<file path="src/hw/rtl/cfv_pkg.sv">
// cfv_pkg: shared types, constants and helpers of the command frame validator
// no dependencies; imported by every module of the block
package cfv_pkg;

  localparam int MaxLength    = 255;
  localparam int CommandChars = 4;
  localparam int TableEntries = 4;
  localparam int PosW         = $clog2(MaxLength + 2);
  localparam int CntW         = 3;
  localparam int CfgIdxW      = 3;
  localparam int WordW        = 8 * CommandChars;

  localparam logic [7:0] CharStar  = 8'h2A;
  localparam logic [7:0] CharColon = 8'h3A;
  localparam logic [7:0] CharHash  = 8'h23;
  localparam logic [7:0] CharUpA   = 8'h41;
  localparam logic [7:0] CharUpZ   = 8'h5A;

  typedef enum logic [2:0] {
    ST_OK        = 3'd0,
    ST_MISSING   = 3'd1,
    ST_TOO_LONG  = 3'd2,
    ST_NO_STAR   = 3'd3,
    ST_BAD_CHARS = 3'd4,
    ST_NO_COLON  = 3'd5,
    ST_BAD_TERM  = 3'd6,
    ST_UNKNOWN   = 3'd7
  } cfv_status_e;

  typedef enum logic [CfgIdxW-1:0] {
    REG_COUNT = 3'd0,
    REG_WORD0 = 3'd1,
    REG_WORD1 = 3'd2,
    REG_WORD2 = 3'd3,
    REG_WORD3 = 3'd4
  } cfv_reg_e;

  typedef enum logic {
    KIND_BYTE   = 1'b0,
    KIND_MARKER = 1'b1
  } cfv_kind_e;

  typedef struct packed {
    logic       kind;
    logic [7:0] data_byte;
    logic       end_of_message;
  } cfv_in_t;

  typedef struct packed {
    logic [2:0]       status;
    logic [WordW-1:0] command_code;
  } cfv_out_t;

  typedef struct packed {
    logic [CntW-1:0]                    count;
    logic [TableEntries-1:0][WordW-1:0] words;
  } cfv_cfg_t;

  typedef struct packed {
    logic     valid;
    cfv_out_t item;
  } cfv_res_t;

  function automatic logic is_upper(input logic [7:0] ch);
    return (ch >= CharUpA) && (ch <= CharUpZ);
  endfunction

endpackage

</file>
<file path="src/hw/rtl/cfv_frame_check.sv">
// cfv_frame_check: per-message state and the status decision for one item
// depends on cfv_pkg
module cfv_frame_check
  import cfv_pkg::*;
(
  input  logic     clk_i,
  input  logic     rst_ni,
  input  logic     step_i,
  input  cfv_in_t  item_i,
  input  cfv_cfg_t cfg_i,
  output cfv_res_t res_o
);

  logic [PosW-1:0]  pos_q, pos_d;
  logic [WordW-1:0] cmd_q, cmd_d;
  logic start_bad_q, start_bad_d;
  logic letters_bad_q, letters_bad_d;
  logic colon_bad_q, colon_bad_d;
  logic prev_hash_q, prev_hash_d;

  logic            term_ok;
  logic            known;
  logic [CntW-1:0] n_cmd;
  cfv_status_e     status;

  // table lookup against the first n configured words
  always_comb begin
    n_cmd = (cfg_i.count > CntW'(TableEntries)) ? CntW'(TableEntries) : cfg_i.count;
    known = (n_cmd == '0);
    for (int i = 0; i < TableEntries; i++) begin
      if ((CntW'(i) < n_cmd) && (cfg_i.words[i] == cmd_d)) begin
        known = 1'b1;
      end
    end
  end

  always_comb begin
    pos_d         = pos_q;
    cmd_d         = cmd_q;
    start_bad_d   = start_bad_q;
    letters_bad_d = letters_bad_q;
    colon_bad_d   = colon_bad_q;
    prev_hash_d   = prev_hash_q;
    term_ok       = 1'b0;
    status        = ST_OK;
    res_o         = '0;

    if (item_i.kind == KIND_MARKER) begin
      status                  = ST_MISSING;
      res_o.valid             = 1'b1;
      res_o.item.status       = status;
      res_o.item.command_code = '0;
    end else begin
      if (pos_q == '0) begin
        start_bad_d = (item_i.data_byte != CharStar);
      end
      for (int k = 1; k <= CommandChars; k++) begin
        if (pos_q == PosW'(k)) begin
          if (!is_upper(item_i.data_byte)) begin
            letters_bad_d = 1'b1;
          end
          cmd_d[8*(CommandChars-k) +: 8] = cmd_q[8*(CommandChars-k) +: 8] | item_i.data_byte;
        end
      end
      if (pos_q == PosW'(CommandChars + 1)) begin
        colon_bad_d = (item_i.data_byte != CharColon);
      end
      term_ok     = (item_i.data_byte == CharHash) && prev_hash_q;
      prev_hash_d = (item_i.data_byte == CharHash);
      if (pos_q <= PosW'(MaxLength)) begin
        pos_d = pos_q + PosW'(1);
      end

      if (pos_d > PosW'(MaxLength)) begin
        status = ST_TOO_LONG;
      end else if (start_bad_d) begin
        status = ST_NO_STAR;
      end else if (letters_bad_d || (pos_d < PosW'(CommandChars + 1))) begin
        status = ST_BAD_CHARS;
      end else if (colon_bad_d || (pos_d < PosW'(CommandChars + 2))) begin
        status = ST_NO_COLON;
      end else if (!term_ok) begin
        status = ST_BAD_TERM;
      end else if (!known) begin
        status = ST_UNKNOWN;
      end else begin
        status = ST_OK;
      end

      res_o.valid             = item_i.end_of_message;
      res_o.item.status       = status;
      res_o.item.command_code = cmd_d;
    end
  end

  always_ff @(posedge clk_i or negedge rst_ni) begin
    if (!rst_ni) begin
      pos_q         <= '0;
      cmd_q         <= '0;
      start_bad_q   <= 1'b0;
      letters_bad_q <= 1'b0;
      colon_bad_q   <= 1'b0;
      prev_hash_q   <= 1'b0;
    end else if (step_i) begin
      if (res_o.valid) begin
        // every result closes the message
        pos_q         <= '0;
        cmd_q         <= '0;
        start_bad_q   <= 1'b0;
        letters_bad_q <= 1'b0;
        colon_bad_q   <= 1'b0;
        prev_hash_q   <= 1'b0;
      end else begin
        pos_q         <= pos_d;
        cmd_q         <= cmd_d;
        start_bad_q   <= start_bad_d;
        letters_bad_q <= letters_bad_d;
        colon_bad_q   <= colon_bad_d;
        prev_hash_q   <= prev_hash_d;
      end
    end
  end

endmodule

</file>
<file path="src/hw/rtl/command_frame_validator.sv">
// command_frame_validator: top level, input register, config registers, result register
// depends on cfv_pkg and cfv_frame_check
//
// Checks command frames of the form '*CCCC:...##' sent one byte per item, each
// item flagged with end_of_message on the final byte; a marker item (kind = 1)
// stands for an absent message, drops any partial message and yields status
// missing. Exactly one result item leaves for each marker and for each final
// byte, carrying the status (too long, no star, bad command chars, no colon,
// bad terminator, unknown command, in that priority) and bytes one to four
// packed with the first in the top byte. Items flow at one per cycle while no
// result is held back by out_stall_i: an item is taken into the input register,
// its checks and the four parallel table compares run combinationally on that
// register, and the result is registered in the output register. The input
// side stalls only while a result is held in the output register by out_stall_i
// and the input register is occupied. Configuration writes are always ready and
// must be issued only while the block holds no message.
module command_frame_validator
  import cfv_pkg::*;
(
  input  logic                clk_i,
  input  logic                rst_ni,
  // item input
  input  logic                in_valid_i,
  output logic                in_stall_o,
  input  cfv_in_t             in_item_i,
  // result output
  output logic                out_valid_o,
  input  logic                out_stall_i,
  output cfv_out_t            out_item_o,
  // configuration writes
  input  logic                cfg_valid_i,
  output logic                cfg_ready_o,
  input  logic [CfgIdxW-1:0]  cfg_index_i,
  input  logic [WordW-1:0]    cfg_data_i
);

  // input register
  logic    in_valid_q;
  cfv_in_t in_item_q;
  // result register
  logic     out_valid_q;
  cfv_out_t out_item_q;
  // configuration
  cfv_cfg_t cfg_q;

  logic     in_accept;
  logic     stage_adv;
  cfv_res_t res;

  // the stage moves on unless the output register is full and held
  assign stage_adv  = in_valid_q && !(out_valid_q && out_stall_i);
  assign in_stall_o = in_valid_q && out_valid_q && out_stall_i;
  assign in_accept  = in_valid_i && !in_stall_o;

  assign cfg_ready_o = 1'b1;
  assign out_valid_o = out_valid_q;
  assign out_item_o  = out_item_q;

  always_ff @(posedge clk_i or negedge rst_ni) begin
    if (!rst_ni) begin
      in_valid_q <= 1'b0;
    end else if (in_accept) begin
      in_valid_q <= 1'b1;
    end else if (stage_adv) begin
      in_valid_q <= 1'b0;
    end
  end

  always_ff @(posedge clk_i) begin
    if (in_accept) begin
      in_item_q <= in_item_i;
    end
  end

  // per-message checks
  cfv_frame_check u_check (
    .clk_i  (clk_i),
    .rst_ni (rst_ni),
    .step_i (stage_adv),
    .item_i (in_item_q),
    .cfg_i  (cfg_q),
    .res_o  (res)
  );

  // output register, refilled in the same cycle it is emptied
  always_ff @(posedge clk_i or negedge rst_ni) begin
    if (!rst_ni) begin
      out_valid_q <= 1'b0;
    end else if (stage_adv && res.valid) begin
      out_valid_q <= 1'b1;
    end else if (!out_stall_i) begin
      out_valid_q <= 1'b0;
    end
  end

  always_ff @(posedge clk_i) begin
    if (stage_adv && res.valid) begin
      out_item_q <= res.item;
    end
  end

  // configuration registers; unknown indexes are dropped
  always_ff @(posedge clk_i or negedge rst_ni) begin
    if (!rst_ni) begin
      cfg_q <= '0;
    end else if (cfg_valid_i && cfg_ready_o) begin
      case (cfg_index_i)
        REG_COUNT: cfg_q.count    <= cfg_data_i[CntW-1:0];
        REG_WORD0: cfg_q.words[0] <= cfg_data_i;
        REG_WORD1: cfg_q.words[1] <= cfg_data_i;
        REG_WORD2: cfg_q.words[2] <= cfg_data_i;
        REG_WORD3: cfg_q.words[3] <= cfg_data_i;
        default: begin
        end
      endcase
    end
  end

endmodule

</file>
<file path="config.mk">
export PLATFORM = sky130hd
export DESIGN_NAME = command_frame_validator
export DESIGN_NICKNAME = d
export VERILOG_FILES = /design/src/hw/rtl/cfv_pkg.sv /design/src/hw/rtl/cfv_frame_check.sv /design/src/hw/rtl/command_frame_validator.sv
export SDC_FILE = /design/constraint.sdc
export NUM_CORES = 1
export LEC_CHECK = 0
export BUFFER_PORTS_ARGS = -buffer_cell sky130_fd_sc_hd__buf_2
export CAP_MARGIN = 0
export CORE_UTILIZATION = 53
export CTS_BUF_LIST = sky130_fd_sc_hd__clkbuf_16
export CTS_CLUSTER_DIAMETER = 80
export CTS_CLUSTER_SIZE = 20
export DETAILED_ROUTE_END_ITERATION = 10
export PLACE_DENSITY = 0.72
export SYNTH_ARGS = -nofsm -noshare
export SYNTH_HDL_FRONTEND = slang
export SYNTH_SLANG_ARGS = --single-unit
</file>
<file path="constraint.sdc">
create_clock -name clk_i -period 6.7 [get_ports clk_i]
set_input_delay 1.34 -clock clk_i [delete_from_list [all_inputs] [get_ports clk_i]]
set_output_delay 1.34 -clock clk_i [all_outputs]
set_load 0.1 [all_outputs]
</file>
==> results of run 1 <==
[area by class of cell]
class | instances | area, um^2
fillers | 1810 | 8460
flip-flops and latches | 223 | 5810
multi-input cells | 719 | 5310
repair buffers | 111 | 624
clock buffers | 15 | 375
well taps | 275 | 344
inverters | 49 | 184
clock inverters | 10 | 50.0
[synth_stat cells (25+ instances only)]
| master | count |
|---|---|
| o22ai_1 | 35 |
| nand2_1 | 53 |
| a311oi_1 | 34 |
| mux2_2 | 116 |
| o21ai_0 | 31 |
| and2_1 | 27 |
| dfrtp_1 | 178 |
| a21oi_1 | 45 |
| edfxtp_1 | 45 |
| xnor2_1 | 37 |
| inv_1 | 49 |
| nor2_1 | 81 |
| a41o_1 | 25 |
| clkbuf_1 | 36 |
[metrics by stage]
step,cell area [um^2],utilization (%)
after detailed placement,12300,58.0
after global routing,12700,60.0
after floorplan,11500,-
after global placement,12300,58.0
final,12700,60.0
after CTS,12700,60.0
[power groups by stage]
stage          Combinational, uW  Clock, uW  Sequential [uW]
3_5_place_dp                 857          0             1830
4_1_cts                      860        902             1810
3_3_place_gp                 842          0             1830
5_1_grt                      926        948             1830
6_report                     869        892             1820
2_1_floorplan                492          0             1880
[sequential cells by signal (all words and copies together), names as in the netlist]
signal / cells
in_item_q: 10
out_valid_o: 1
u_check.prev_hash_q: 1
out_item_o: 35
in_valid_q: 1
u_check.letters_bad_q: 1
u_check.colon_bad_q: 1
u_check.start_bad_q: 1
u_check.cmd_q: 32
u_check.pos_q: 9
cfg_q: 131
[worst max-delay path, stage by stage, from the launching register on]
cell and delay, ns:
dfrtp_1 0.45, inv_1 0.14, ha_1 0.25, or4b_2 0.67
nor2_2 0.69, a21oi_2 0.20, a2111oi_2 0.41, nand4_1 0.16
o41ai_1 0.38, a41oi_1 0.11, o221ai_2 0.17, a41oi_1 0.16
[cells in the final DEF, fill, tap and decap left out, types with 24 or more instances in the layout]
cell / count
mux2_2: 116
edfxtp_1: 45
buf_2: 85
inv_1: 57
nor2_1: 80
a21oi_1: 45
o22ai_1: 35
and2_1: 27
xor2_1: 24
dfrtp_1: 178
buf_4: 25
o21ai_0: 31
a41o_1: 25
xnor2_1: 37
a311oi_1: 34
nand2_1: 53
[final timing paths]
check / from / end / slack [ns] / depth (start not counted)
min: u_check.start_bad_q / u_check.start_bad_q / 0.49 / 2
min reg2reg: u_check.start_bad_q / u_check.start_bad_q / 0.49 / 2
max in group asynchronous: rst_ni / cfg_q[41] / 4.15 / 2
max reg2reg: u_check.pos_q[1] / out_item_o[33] / 2.64 / 11
max: u_check.pos_q[1] / out_item_o[33] / 2.64 / 11
min in group asynchronous: rst_ni / u_check.pos_q[2] / 0.96 / 1
[layer usage]
metal	vias to the layer above	global-route usage [%]
met3	85	5.55
li1	4077	-
met2	528	52.7
met5	-	0
met1	4755	48.6
met4	0	10.6
[cells by family (layout without fill, tap and decap cells)]
group                      after synthesis  in the layout
AOI/OAI and AO/OA                      268            268
xor gates and xnor gates                61             61
adders and majority gates                4              4
buffers and inverters                  112            185
DFF                                    223            223
muxes                                  116            116
other                                    1              1
and+or+nand+nor                        269            269
==> results_dict.tcl, run 1 <==
set metrics [dict create \
    grt_overflow 0 \
    drv_slew 0 \
    place_worst_setup_slack_ns 2.71 \
    ir_worst_vdd_v 0.000207 \
    post_route_cells_drive_above_1_share_pct 24.0 \
    synth.area.top_cells "dfrtp_1 (39%), edfxtp_1 (12%), mux2_2 (11%), xnor2_1 (2.8%), nor2_1 (2.6%)" \
    worstSkewPairLatency_ns 0.50 \
    synth-compound-area-share_pct 16.9 \
    area.growth.synth_to_final_pct 10.2 \
    dieWidth_um 149 \
    grt_start_max_net_pins 109 \
    core_region_um2 21200 \
    cts.repair_timing.setup_buffer_count 0 \
    outcome "finished clean" \
    criticalPathCategory "reg2reg" \
    timing.critical_path.arrival_ns 4.28 \
    syn-mean-instance-area_um2 10.9 \
    cts.clk_slew.worst_paths_ns 0.09 \
    synth_top_family_by_area "compound AO/OA/AOI/OAI gates" \
    cts.root.buffer_cell "clkbuf_16" \
    post_syn_instances 1054 \
    route.antenna.remaining_nets 0 \
    achievable-frequency_ghz 0.246 \
    synth_enable_flop_cells 45 \
    routed_wirelength_normalized_by_instance_count_um 26.3 \
    seq_area_frac_synth_pct 50.4 \
    cellLeakagePower_uw 0.00529 \
    top_signal_layer_used "met4" \
    worst_slack_ns 2.64 \
    nNetsFinal 1173 \
    setup_repair_after_global_routing_missed_its_margin "no" \
    p_switching_uw 1240 \
    tns_ns 0 \
    routed-wl-met2_um 16700 \
    drt_first_pass_iters 5 \
    post_route_total_power_uw 3580 \
    synthesis.area_um2 11500 \
    die_height_um 149 \
    share_comb_of_total_power_pct 24.3 \
    path_category_of_the_worst_min_delay_check "reg2reg" \
    clock_group_share_of_total_power_pct 24.9 \
    tritoncts_num_sinks 223 \
    die_footprint_um2 22300 \
    fp-row-count 53 \
    drt-vias-per-instance 6.74 \
    place_congestion 0.964 \
    cap_viol_max_count 0 \
    worst_slew_margin_rel_pct 26.5 \
    dp_hpwl_um 26100 \
    yosys.area.top_type_share_pct 38.7 \
    wl_met1_um 15400 \
    async_reset_ff_share_pct 79.8 \
    top_reg_cell_synth "dfrtp_1" \
    power.share.switching_pct 34.6 \
    timing.critical_path.to_type "register" \
    cts_tree "done" \
    critPathLaunchType "register" \
    number_of_instances_in_the_placed_design 1377 \
    finish.cell_count_without_fillers 1402 \
    number_of_gates_resized_after_cts 0 \
    count_of_different_cell_masters_after_synthesis 67 \
    fraction_of_the_mapped_netlist_area_in_adder_cells_pct 0.434 \
    fin_worst_skew_ns 0.0296 \
    cts_buffers 15 \
    yosys_warnings 0 \
    synth_area_leader_cell "dfrtp_1" \
    drt_iter0_markers 1132 \
    routed-wl-met3_um 3410 \
    hold_viol_final 0 \
    yosys_register_bits 223 \
    worst-path-max-fanout 20 \
    ctsHtreeMaxLevel 1 \
    synthesis.nets 1108 \
    initial_utilization_pct 54.5 \
    post-route-min-period_ns 4.06 \
    finalWirelength_um 36800 \
    antenna_found_initial 0 \
    portBuffers 86 \
    timing.critical_path.required_ns 6.92 \
    cell_internal_pwr_uw 2340 \
    grt_pass1_wl_um 56100 \
    via_count 9445 \
    cts_hold_buffers 0 \
    clockBufferDepth 3 \
    setup_violations 0 \
    boundaryPins 88 \
    worstMarginPinSlew_ns 1.10 \
    final.hold.worst_slack_ns 0.491 \
    powerDensity_nw_per_um2 282 \
    grt_pass1_vias 8892 \
    synthSimpleGateAreaFrac_pct 12.1 \
    post-route-period-util_pct 60.6 \
    grtUsageTotal_pct 33.9 \
    muxShareOfSynthArea_pct 11.3 \
    parity_gate_share_of_the_synthesized_area_counting_xor_and_xnor_cells_pct 4.64 \
    seq_power_share_pct 50.8 \
    drc_violations_left 0 \
    antenna-diode-count 0 \
]
No activity file was read; power rests on OpenSTA's default activity.
==> run 2: changes to the inputs <==
- clock period: 6.7 -> 4.2 ns (I/O delays scaled with it)
==> run 2 against run 1 <==
  * Clock skew down 0.0059 ns
  * Count of clock-buffer cells in the layout up 2
  * Non-clock buffer count up 17
  * Fmax up 1.2%
  * Register-to-register slack worse by 2.5 ns
  * Total power up 69%
  * First-iteration DRC count up 8.2%
  * Hold slack worse by 0.31 ns
  * Global-route usage up 1.2 points
  * Sequential share of layout area down 1.0 points
  * Wire length up 3.8%
  * Highest routed layer unchanged
==> results_dict.tcl, run 2 (synthesized netlist as in run 1, its figures left out) <==
set metrics [dict create \
    routed_wirelength_normalized_by_instance_count_um 26.9 \
    timing.critical_path.required_ns 4.43 \
    cellLeakagePower_uw 0.00545 \
    final.hold.worst_slack_ns 0.181 \
    via_count 9553 \
    achievable-frequency_ghz 0.249 \
    layout.core_utilization_pct 61.4 \
    grt_pass1_vias 9050 \
    dpl-instance-area_um2 12400 \
    drt_iter0_markers 1225 \
    drc_violations_left 0 \
    ir_worst_vdd_v 0.000345 \
    finalWirelength_um 38200 \
    post_route_cells_drive_above_1_share_pct 25.6 \
    hold_viol_final 0 \
    outcome "finished clean" \
    largest-register "cfg_q" \
    dieWidth_um 149 \
    cts.clk_slew.worst_paths_ns 0.09 \
    area.growth.synth_to_final_pct 12.7 \
    cp_cell_sequence "inv_1 -> ha_1 -> or4b_2 -> nor2_2 -> a21oi_1 -> xor2_1 -> nand4_1 -> nor4_1 -> nand3_1 -> o221ai_2 -> a41oi_1" \
    grtUsageTotal_pct 35.1 \
    number_of_gates_resized_after_cts 0 \
    worstMarginPinSlew_ns 1.08 \
    die_footprint_um2 22300 \
    grt_pass1_wl_um 57600 \
    layout_common_cells "dfrtp_1 (178), mux2_2 (116), buf_2 (85)" \
    post-route-cell-area_um2 13000 \
    largest_reg_flops 131 \
    antenna_found_initial 0 \
    worst_slew_margin_rel_pct 28.0 \
    fin_worst_skew_ns 0.0238 \
    initial_utilization_pct 54.5 \
    worst_path_largest_cell_delay_ns 0.67 \
    cts.root.buffer_cell "clkbuf_16" \
    setup_violations 0 \
    portBuffers 86 \
    grt_overflow 0 \
    cap_viol_max_count 0 \
    cts_tree "done" \
    timing.critical_path.arrival_ns 4.25 \
    cts.repair_timing.setup_buffer_count 0 \
    place_congestion 1.07 \
    drt_first_pass_iters 6 \
    core_region_um2 21200 \
    post-route-min-period_ns 4.01 \
    tns_ns 0 \
    grt_start_max_net_pins 111 \
    critPathLaunchType "register" \
    drv_slew 0 \
    worst-path-max-fanout 7 \
    mostFrequentLayoutCell "dfrtp_1" \
    cts_buffers 16 \
    powerDensity_nw_per_um2 466 \
    worstSkewPairLatency_ns 0.50 \
    path_category_of_the_worst_min_delay_check "in2async" \
    timing.critical_path.to_type "register" \
    die_height_um 149 \
    fp-row-count 53 \
    clockBufferDepth 3 \
    boundaryPins 88 \
    antenna-diode-count 0 \
    post-route-period-util_pct 95.5 \
    nNetsFinal 1191 \
    setup_repair_after_global_routing_missed_its_margin "no" \
    route.antenna.remaining_nets 0 \
    cts_hold_buffers 0 \
    tritoncts_num_sinks 223 \
    criticalPathCategory "reg2reg" \
    drt-vias-per-instance 6.72 \
    cp_slowest_cell "or4b_2" \
    ctsHtreeMaxLevel 1 \
    dp_hpwl_um 27500 \
]
[run 2: final cells by class]
cell class / count / area (um^2)
fillers: 1746 / 8170
flip-flops and latches: 223 / 5810
multi-input cells: 719 / 5310
repair buffers: 128 / 777
clock buffers: 17 / 425
well taps: 275 / 344
inverters: 49 / 184
clock inverters: 11 / 140
[run 2: critical path: cells and delay by family, from the launching register on]
kind | cells | cell delay (ns)
AOI/OAI and AO/OA | 3 | 0.84
xor gates and xnor gates | 1 | 0.28
adders and majority gates | 1 | 0.27
buffers and inverters | 1 | 0.13
DFF | 1 | 0.46
and+or+nand+nor | 5 | 1.77
[run 2: worst paths after layout]
check,slack [ns],startpoint,cells after the start,end
worst max register to register,0.19,u_check.pos_q[1],11,out_item_o[33]
min in group clk_i,0.50,in_item_i[3],1,in_item_q[3]
worst min-delay path,0.18,rst_ni,1,in_valid_q
max in group asynchronous,3.10,rst_ni,2,cfg_q[51]
worst max-delay path,0.19,u_check.pos_q[1],11,out_item_o[33]
worst min register to register,0.51,u_check.start_bad_q,2,u_check.start_bad_q
[run 2: through the flow]
stage,worst slack [ns],instances,power (uW)
after floorplan,1.24,1054,3780
after global placement,0.296,1394,4280
after detailed placement,0.377,1394,4310
after CTS,0.334,1422,6030
after global routing,0.0702,1422,6250
final,0.187,1422,6050
[run 2: metal layers]
layer / vias to the layer above / wire [um] / track usage (%)
li1: 4114 / - / -
met1: 4761 / 16200 / 50.9
met2: 563 / 16900 / 52.5
met3: 115 / 3690 / 6.40
met4: 0 / 1510 / 12.7
met5: - / 0 / 0
[run 2: power breakdown]
part | internal, uW | switching [uW]
logic | 543 | 873
registers | 2540 | 352
clock network | 933 | 804
total | 4020 | 2030
